--- src/mhbh_pkg.sv ---
// package for the multiplicative hash bucket histogram
// types and constants shared by the multiplier, top level and testbench
// depends on nothing
`default_nettype none

package mhbh_pkg;

  // golden ratio fraction 0.61803 as unsigned q0.32
  localparam logic [31:0] HASH_MULT = 32'd2654418638;

  // field widths fixed by the interface
  localparam int CNT_W   = 16;
  localparam int OUT_IDX_W = 6;
  localparam int TS_W    = 7;
  localparam int PADDR_W = 3;
  localparam int PDATA_W = 32;

  localparam logic [CNT_W-1:0] COUNT_MAX = {CNT_W{1'b1}};
  localparam logic [TS_W-1:0]  TS_RESET  = 7'd64;

  // register index, taken from paddr[2]
  localparam logic REG_TABLE_SIZE = 1'b0;

  // multiplier controls
  typedef struct packed {
    logic        load;
    logic [31:0] a;
    logic [31:0] b;
  } mul_ctl_t;

endpackage

`default_nettype wire

--- src/mhbh_ram.sv ---
// generic simple dual-port ram, one write and one registered read port
// no package dependency
`default_nettype none

module mhbh_ram #(
  parameter int WIDTH = 16,
  parameter int DEPTH = 64
) (
  input  wire logic                                      clk,
  input  wire logic                                      we,
  input  wire logic [(DEPTH > 1 ? $clog2(DEPTH) : 1)-1:0] waddr,
  input  wire logic [WIDTH-1:0]                          wdata,
  input  wire logic                                      re,
  input  wire logic [(DEPTH > 1 ? $clog2(DEPTH) : 1)-1:0] raddr,
  output logic      [WIDTH-1:0]                          rdata
);

  logic [WIDTH-1:0] mem [DEPTH];

  // write port and registered read port
  always_ff @(posedge clk) begin
    if (we) begin
      mem[waddr] <= wdata;
    end
    if (re) begin
      rdata <= mem[raddr];
    end
  end

endmodule

`default_nettype wire

--- src/mhbh_mul.sv ---
// shared 32x32 multiplier with registered 64-bit product
// depends on mhbh_pkg for the control struct
`default_nettype none

module mhbh_mul (
  input  wire logic              clk,
  input  wire mhbh_pkg::mul_ctl_t ctl,
  output logic [63:0]            prod
);

  // product register, holds while not loaded
  always_ff @(posedge clk) begin
    if (ctl.load) begin
      prod <= 64'(ctl.a) * 64'(ctl.b);
    end
  end

endmodule

`default_nettype wire

--- src/multiplicative_hash_bucket_histogram.sv ---
// top level: sequencer, apb register, valid bits, counter ram and shared multiplier
// depends on mhbh_pkg, mhbh_ram and mhbh_mul
//
// channel | signals                                 | direction
// --------+-----------------------------------------+----------
// input   | in_valid, in_ready, key, last_key       | in
// output  | out_valid, out_ready, bucket_index,     | out
//         | bucket_count, last_count                |
// config  | apb: psel, penable, pwrite, paddr, ...  | in/out
//
// an item runs the shared multiplier twice (key * fraction, then fraction *
// table size), then one counter ram read and one write. a last item then
// reads the count of each bucket in use from the ram and shows it, waiting
// whenever the output side stalls.
// reset clears the valid bits of all counters at once; there is no clearing pass.
// the final count may wait in the output register while the next item is taken.
`default_nettype none

module multiplicative_hash_bucket_histogram #(
  parameter int BUCKETS  = 64,
  parameter int KEY_BITS = 16
) (
  input  wire logic                              clk,
  input  wire logic                              rst,
  // apb configuration port
  input  wire logic                              psel,
  input  wire logic                              penable,
  input  wire logic                              pwrite,
  input  wire logic [mhbh_pkg::PADDR_W-1:0]      paddr,
  input  wire logic [mhbh_pkg::PDATA_W-1:0]      pwdata,
  output logic      [mhbh_pkg::PDATA_W-1:0]      prdata,
  output logic                                   pready,
  // input channel
  input  wire logic                              in_valid,
  output logic                                   in_ready,
  input  wire logic [KEY_BITS-1:0]               key,
  input  wire logic                              last_key,
  // output channel
  output logic                                   out_valid,
  input  wire logic                              out_ready,
  output logic      [mhbh_pkg::OUT_IDX_W-1:0]    bucket_index,
  output logic      [mhbh_pkg::CNT_W-1:0]        bucket_count,
  output logic                                   last_count
);

  localparam int IDX_W = (BUCKETS > 1) ? $clog2(BUCKETS) : 1;
  localparam logic [mhbh_pkg::TS_W-1:0] MAX_SIZE = mhbh_pkg::TS_W'(BUCKETS);

  typedef enum logic [2:0] {
    S_IDLE,
    S_HASH,
    S_BUCKET,
    S_UPDATE,
    S_DUMP_RD,
    S_DUMP_OUT
  } state_t;

  state_t                      state;
  logic [mhbh_pkg::TS_W-1:0]   table_size;
  logic [mhbh_pkg::TS_W-1:0]   size_q;
  logic [mhbh_pkg::TS_W-1:0]   size_used;
  logic                        last_q;
  logic [IDX_W-1:0]            idx;
  logic [BUCKETS-1:0]          vbits;
  logic                        cfg_wr;

  mhbh_pkg::mul_ctl_t          mul_ctl;
  logic [63:0]                 prod;
  logic [IDX_W-1:0]            bucket;

  logic                        ram_we;
  logic [mhbh_pkg::CNT_W-1:0]  ram_wdata;
  logic                        ram_re;
  logic [IDX_W-1:0]            ram_raddr;
  logic [mhbh_pkg::CNT_W-1:0]  ram_rdata;
  logic [mhbh_pkg::CNT_W-1:0]  cur_count;
  logic [mhbh_pkg::CNT_W-1:0]  dump_count;
  logic                        out_free;

  // apb register access
  assign pready = 1'b1;
  assign cfg_wr = psel && penable && pwrite && pready &&
                  (paddr[2] == mhbh_pkg::REG_TABLE_SIZE);

  always_comb begin
    prdata = '0;
    if (paddr[2] == mhbh_pkg::REG_TABLE_SIZE) begin
      prdata = mhbh_pkg::PDATA_W'(table_size);
    end
  end

  always_ff @(posedge clk) begin
    if (rst) begin
      table_size <= mhbh_pkg::TS_RESET;
    end else if (cfg_wr) begin
      table_size <= pwdata[mhbh_pkg::TS_W-1:0];
    end
  end

  // clamp table size to 1..BUCKETS
  always_comb begin
    priority if (table_size == '0) begin
      size_used = mhbh_pkg::TS_W'(1);
    end else if (table_size > MAX_SIZE) begin
      size_used = MAX_SIZE;
    end else begin
      size_used = table_size;
    end
  end

  // shared multiplier operand select
  always_comb begin
    mul_ctl.load = 1'b0;
    mul_ctl.a    = 32'(key);
    mul_ctl.b    = mhbh_pkg::HASH_MULT;
    if (state == S_IDLE) begin
      mul_ctl.load = in_valid;
    end else if (state == S_HASH) begin
      mul_ctl.load = 1'b1;
      mul_ctl.a    = prod[31:0];
      mul_ctl.b    = 32'(size_q);
    end
  end

  mhbh_mul u_mul (
    .clk  (clk),
    .ctl  (mul_ctl),
    .prod (prod)
  );

  // floor(frac * size / 2^32), always below size
  assign bucket = prod[32 +: IDX_W];

  // counter ram access
  assign cur_count  = vbits[bucket] ? ram_rdata : '0;
  assign dump_count = vbits[idx] ? ram_rdata : '0;
  assign ram_we     = (state == S_UPDATE);
  assign ram_wdata  = (cur_count == mhbh_pkg::COUNT_MAX) ? cur_count
                                                        : cur_count + 1'b1;
  assign ram_re     = (state == S_BUCKET) || (state == S_DUMP_RD);
  assign ram_raddr  = (state == S_DUMP_RD) ? idx : bucket;

  mhbh_ram #(
    .WIDTH (mhbh_pkg::CNT_W),
    .DEPTH (BUCKETS)
  ) u_ram (
    .clk   (clk),
    .we    (ram_we),
    .waddr (bucket),
    .wdata (ram_wdata),
    .re    (ram_re),
    .raddr (ram_raddr),
    .rdata (ram_rdata)
  );

  assign in_ready = (state == S_IDLE);
  assign out_free = !out_valid || out_ready;

  // sequencer with valid bits and output register
  always_ff @(posedge clk) begin
    if (rst) begin
      state     <= S_IDLE;
      vbits     <= '0;
      out_valid <= 1'b0;
      idx       <= '0;
      last_q    <= 1'b0;
      size_q    <= mhbh_pkg::TS_RESET;
    end else begin
      // result taken, unless a new one is loaded in its place
      if (out_valid && out_ready && state != S_DUMP_OUT) begin
        out_valid <= 1'b0;
      end
      unique case (state)
        S_IDLE: begin
          if (in_valid) begin
            last_q <= last_key;
            size_q <= size_used;
            state  <= S_HASH;
          end
        end
        S_HASH: begin
          state <= S_BUCKET;
        end
        S_BUCKET: begin
          state <= S_UPDATE;
        end
        S_UPDATE: begin
          vbits[bucket] <= 1'b1;
          idx           <= '0;
          state         <= last_q ? S_DUMP_RD : S_IDLE;
        end
        S_DUMP_RD: begin
          state <= S_DUMP_OUT;
        end
        S_DUMP_OUT: begin
          if (out_free) begin
            out_valid    <= 1'b1;
            bucket_index <= mhbh_pkg::OUT_IDX_W'(idx);
            bucket_count <= dump_count;
            last_count   <= (mhbh_pkg::TS_W'(idx) + 1'b1 == size_q);
            if (mhbh_pkg::TS_W'(idx) + 1'b1 == size_q) begin
              vbits <= '0;
              state <= S_IDLE;
            end else begin
              idx   <= idx + 1'b1;
              state <= S_DUMP_RD;
            end
          end
        end
        default: begin
          state <= S_IDLE;
        end
      endcase
    end
  end

endmodule

`default_nettype wire

--- config.mk ---
export PLATFORM = sky130hd
export DESIGN_NAME = multiplicative_hash_bucket_histogram
export DESIGN_NICKNAME = d
export VERILOG_FILES = /design/src/mhbh_pkg.sv /design/src/mhbh_ram.sv /design/src/mhbh_mul.sv /design/src/multiplicative_hash_bucket_histogram.sv
export SDC_FILE = /design/constraint.sdc
export NUM_CORES = 2
export LEC_CHECK = 0
export ABC_AREA = 1
export BUFFER_PORTS_ARGS = -buffer_cell sky130_fd_sc_hd__buf_2
export CAP_MARGIN = 20
export CORE_MARGIN = 8
export CORE_UTILIZATION = 45
export CTS_BUF_LIST = sky130_fd_sc_hd__clkbuf_8
export CTS_CLUSTER_SIZE = 10
export DETAILED_ROUTE_END_ITERATION = 12
export HOLD_SLACK_MARGIN = 0.12
export PLACE_DENSITY = 0.67
export SYNTH_ARGS = -nofsm -noshare
export SYNTH_HDL_FRONTEND = slang
export SYNTH_HIERARCHICAL = 1
export SYNTH_SLANG_ARGS = --single-unit
--- constraint.sdc ---
create_clock -name clk -period 10.1 [get_ports clk]
set_clock_uncertainty 0.1 [all_clocks]
set_input_delay 2.02 -clock clk [delete_from_list [all_inputs] [get_ports clk]]
set_output_delay 2.02 -clock clk [all_outputs]
set_load 0.03 [all_outputs]
Word-level counts from Yosys, hierarchy flattened
Memory sizes are Yosys's and may differ from the RTL's. A register that Yosys moved wholly into a read port is not among the register bits.
Cells that the tools add are included.
{"block": "word_totals", "reg_bits": 150, "ram_bits": 1024, "word_cells": 83, "n_memories": 1}
{"name": "u_ram.mem", "words": 64, "width": 16, "read_ports": 1, "rd_clocked_by_memory_dff": 1, "write_ports": 1, "line": "mhbh_ram.sv:18", "text": "logic [WIDTH-1:0] mem [DEPTH];"}
{"block": "classes", "addsub": 3, "multipliers": 1, "order_cmp": 4, "n_eq_ne": 12, "muxes": 31, "bitwise": 3, "reduce_logical": 17}
{"operator": "2-to-1 mux 64 bit", "count": 3}
{"operator": "one-hot mux 64 bit (2 select lines)", "count": 1}
{"operator": "2-to-1 mux 65 bit", "count": 1}
{"operator": "OR 64 bit", "count": 1}
{"operator": "multiplier 32 x 32 -> 38 bit", "count": 1}
{"operator": "2-to-1 mux 16 bit", "count": 2}
{"operator": "2-to-1 mux 7 bit", "count": 3}
{"operator": "2-to-1 mux 6 bit", "count": 3}
{"operator": "one-hot mux 3 bit (6 select lines)", "count": 1}
{"operator": "adder 16 x 1 -> 16 bit (second input constant)", "count": 1}
{"operator": "== test 16 bit (second input constant)", "count": 1}
{"operator": "less-than comparator 6 x 7 -> 1 bit (second input constant)", "count": 2}
{"operator": "binary-select mux 1 bit (select 6 bit)", "count": 2}
{"operator": "2-to-1 mux 3 bit", "count": 4}
{"operator": "one-hot mux 6 bit (2 select lines)", "count": 1}
{"operator": "2-to-1 mux 1 bit", "count": 9}
{"operator": "AND reduction 3 bit", "count": 3}
{"operator": "!= test 2 bit (second input constant)", "count": 4}
{"operator": "adder 6 x 1 -> 7 bit (second input constant)", "count": 1}
{"operator": "== test 7 bit", "count": 1}
{"operator": "greater-than comparator 7 bit (second input constant)", "count": 1}
{"operator": "zero test 7 bit", "count": 1}
{"operator": "adder 6 x 1 -> 6 bit (second input constant)", "count": 1}
{"operator": "demux 1 bit (select 6 bit)", "count": 1}
{"operator": "12 further kinds", "count": 22}

Logic depth before layout (Yosys ltp)
{"block": "depth", "depth_word": 6, "ltp_mapped": 36}

By module
The synthesis kept the hierarchy.
{"module": "mhbh_ram", "n_inst": 1, "cells_each": 3517, "area_per_inst_um2": 42259.3, "seq_area_each_um2": 31230.0}
{"module": "mhbh_mul", "n_inst": 1, "cells_each": 5021, "area_per_inst_um2": 38107.8, "seq_area_each_um2": 1921.8}
{"module": "multiplicative_hash_bucket_histogram", "n_inst": 1, "cells_each": 1119, "area_per_inst_um2": 7235.7, "seq_area_each_um2": 2472.4}

Least setup slack after synthesis
OpenSTA, ideal clock, no wires.
{"block": "synth_timing", "path_kind": "reg2reg", "startpoint": "reg state[0]", "endpoint": "reg, netlist name u_mul/prod[62]", "setup_ns": 0.252, "arrival_ns": 8.134, "path_slack_ns": 1.614, "path_stages_with_launch": 32, "period_less_slack_ns": 8.486, "cell_sequence": "dfxtp_1 inv_1 nor3_1 inv_1 clkbuf_1 nor2_1 clkbuf_1 nand2_1 fa_1 inv_1 fa_1 fa_1 inv_1 fa_1 inv_1 fa_1 fa_1 fa_1 inv_1 fa_1 inv_1 ha_1 nand2_1 inv_1 a21oi_1 nand2_1 nand2_1 nand2_1 a21oi_1 nand2_1 nand2_1 nand2_1"}
{"item": "start: declaration", "line": "multiplicative_hash_bucket_histogram.sv:58", "text": "state_t state;"}
{"item": "start signal: assignment", "line": "multiplicative_hash_bucket_histogram.sv:190", "text": "state <= last_q ? S_DUMP_RD : S_IDLE;"}

==> impl_metrics.toml <==
[global_routing]
grt_pass1_wl_mm = 295.8
gr-total-overflow = 0
antenna_found_initial = 3
track_usage_pct = 20.83
grt_start_max_net_pins = 191
grt_pass1_vias = 52630

[clock_network]
cts_buffer_depth = 3
clockRootBuffer = "clkbuf_8"
path_clk_slew_ns = 0.06
ctsResizeCount = 0
cts_tree = "yes"
hold_buffers = 0
clock_latency_ns = 0.87
post-cts-setup-buffers = 0
numCtsBuffers = 178
htreeDepth = 4
cts.sinks = 1190

[timing]
max_freq_mhz = 118.0
period_minus_slack_ns = 8.474
hold_violations = 0
setup_violations = 0
fin_setup_tns_ns = 0
max_slew_margin_pct = 23.09
rsz0062_at_grt = "false"
whs_ns = 0.3683
worst_pin_slew_ns = 1.149
report.final.slew_viol_count = 0
min_period_over_period_pct = 83.90

[worst_setup_path]
crit_slowest_cell = "nand2_1"
worstSetupStartpointType = "flip-flop"
endpoint_kind = "flip-flop"
slowest_delay_ns = 0.59
worst-path-max-fanout = 140
worst_ep_arrival_time_ns = 8.97
required_ns = 10.59
timing.rr.end = "u_mul/prod[36]$_DFFE_PP_"
r2r-start = "state[0]$_SDFFE_PP0P_"
cpMostUsedCell = "nand2_1"
r2r_slack_ns = 1.63
path_class = "flip-flop to flip-flop"
r2r_cells = 31

[route]
avgRoutedWirePerCell_um = 18.61
drt-total-wl_mm = 188.8
drtAntennaViolNets = 0
vias = 52250
drc = 0
initialDrtViolationCount = 5019
firstDrtPassIters = 8
routed_via_density = 5.148

[floorplanning]
design.die.area_um2 = 177500
die_y_um = 421.4
die_x_um = 421.4
core_area_um2 = 163000
initial_core_util_pct = 45.37
rows = 148
io-pin-count = 117

[worst_hold_path]
hp-class = "flip-flop to flip-flop"
worstHoldStart = "vbits[7]$_SDFFE_PP0P_"
min_to = "vbits[7]$_SDFFE_PP0P_"
min_path_cells = 2

[cells_and_area]
design_area_um2 = 79380
fin_util_pct = 48.71
nets = 8633
area_growth_pct = 7.358
drive_gt1_share_pct = 7.238

[place]
gp_congestion = 0.8953
port_buffers = 63
place_area_um2 = 76080
place_hpwl_mm = 122.1

[run_status]
status = "finished clean"

[synthesis]
yosys_warnings = 6
synthCells = 7848
avgSynthCellArea_um2 = 9.421
synth_area_um2 = 73940

[job]
maxCapViolCount = 0
through the flow:
| stage | setup slack, ns | std cells |
|---|---|---|
| final | 1.626 | 10150 |
| after global routing | 1.261 | 10150 |
| after floorplan | 1.894 | 7915 |
| after detailed placement | 1.059 | 9825 |
| after CTS | 1.662 | 10150 |
| after global placement | 1.090 | 9825 |
cell type report:
| class | instances | area [µm²] |
|---|---|---|
| timing repair buffer | 233 | 1674 |
| antenna | 2 | 5.005 |
| tap | 2175 | 2721 |
| multi-input combinational | 4894 | 31810 |
| inverter | 1334 | 5044 |
| sequential | 1190 | 34840 |
| clock inverter | 136 | 733.2 |
| fill | 14880 | 83580 |
| clock buffer | 185 | 2546 |
worst max path at each step:
stage / endpoint / cells past startpoint / startpoint / slack (ns)
3_5_place_dp: u_mul/prod[34]$_DFFE_PP_ / 26 / key[15] / 1.06
6_report: u_mul/prod[36]$_DFFE_PP_ / 31 / state[0]$_SDFFE_PP0P_ / 1.63
2_1_floorplan: u_mul/prod[32]$_DFFE_PP_ / 30 / state[0]$_SDFFE_PP0P_ / 1.89
4_1_cts: u_mul/prod[34]$_DFFE_PP_ / 29 / state[0]$_SDFFE_PP0P_ / 1.66
5_1_grt: u_mul/prod[36]$_DFFE_PP_ / 29 / state[0]$_SDFFE_PP0P_ / 1.26
3_3_place_gp: u_mul/prod[34]$_DFFE_PP_ / 26 / key[15] / 1.09
sequential cells by signal, summed over array words and instances (netlist names):
name / count
u_ram/rdata: 16
out_valid: 1
u_ram/mem: 1024
idx: 6
size_q: 7
table_size: 7
u_mul/prod: 38
bucket_count: 16
bucket_index: 6
last_q: 1
vbits: 64
last_count: 1
state: 3
metal layers:
metal / track usage [%] / part of all wire, %
met1: 27.78 / 41
met2: 34.21 / 47
met3: 3.313 / 7.7
met4: 8.325 / 3.8
met5: 0 / 0
cells in the final DEF (no fill, tap or decap), types with 4 or more instances in the layout:
| cell type | instances |
|---|---|
| nor2_2 | 21 |
| nor3_1 | 16 |
| nor2_4 | 9 |
| dfxtp_1 | 89 |
| conb_1 | 69 |
| clkinv_2 | 10 |
| o21ai_0 | 46 |
| fa_1 | 600 |
| a21oi_1 | 131 |
| nand2_1 | 2452 |
| edfxtp_1 | 1101 |
| inv_1 | 1376 |
| clkbuf_8 | 185 |
| nand4_1 | 21 |
| nand2_2 | 26 |
| nand3_1 | 1015 |
| ha_1 | 143 |
| nand3_2 | 27 |
| buf_12 | 6 |
| nor2_1 | 221 |
| xor2_1 | 38 |
| clkinv_1 | 46 |
| nor3_2 | 5 |
| o21ai_4 | 5 |
| buf_2 | 63 |
| a31oi_1 | 6 |
| nor4_2 | 8 |
| clkinv_8 | 4 |
| o21ai_1 | 10 |
| buf_4 | 163 |
| inv_2 | 19 |
worst max-delay path, delay by kind of cell (launching register included):
kind          cells  cell delay [ns]
simple gates     12             1.81
buf+inv          10             1.59
flops             1             0.31
fa+ha+maj         9             4.27
Power is left out: the tool's default activity adds up to more than one toggle a clock period on the data nets, which glitch-free logic cannot reach.
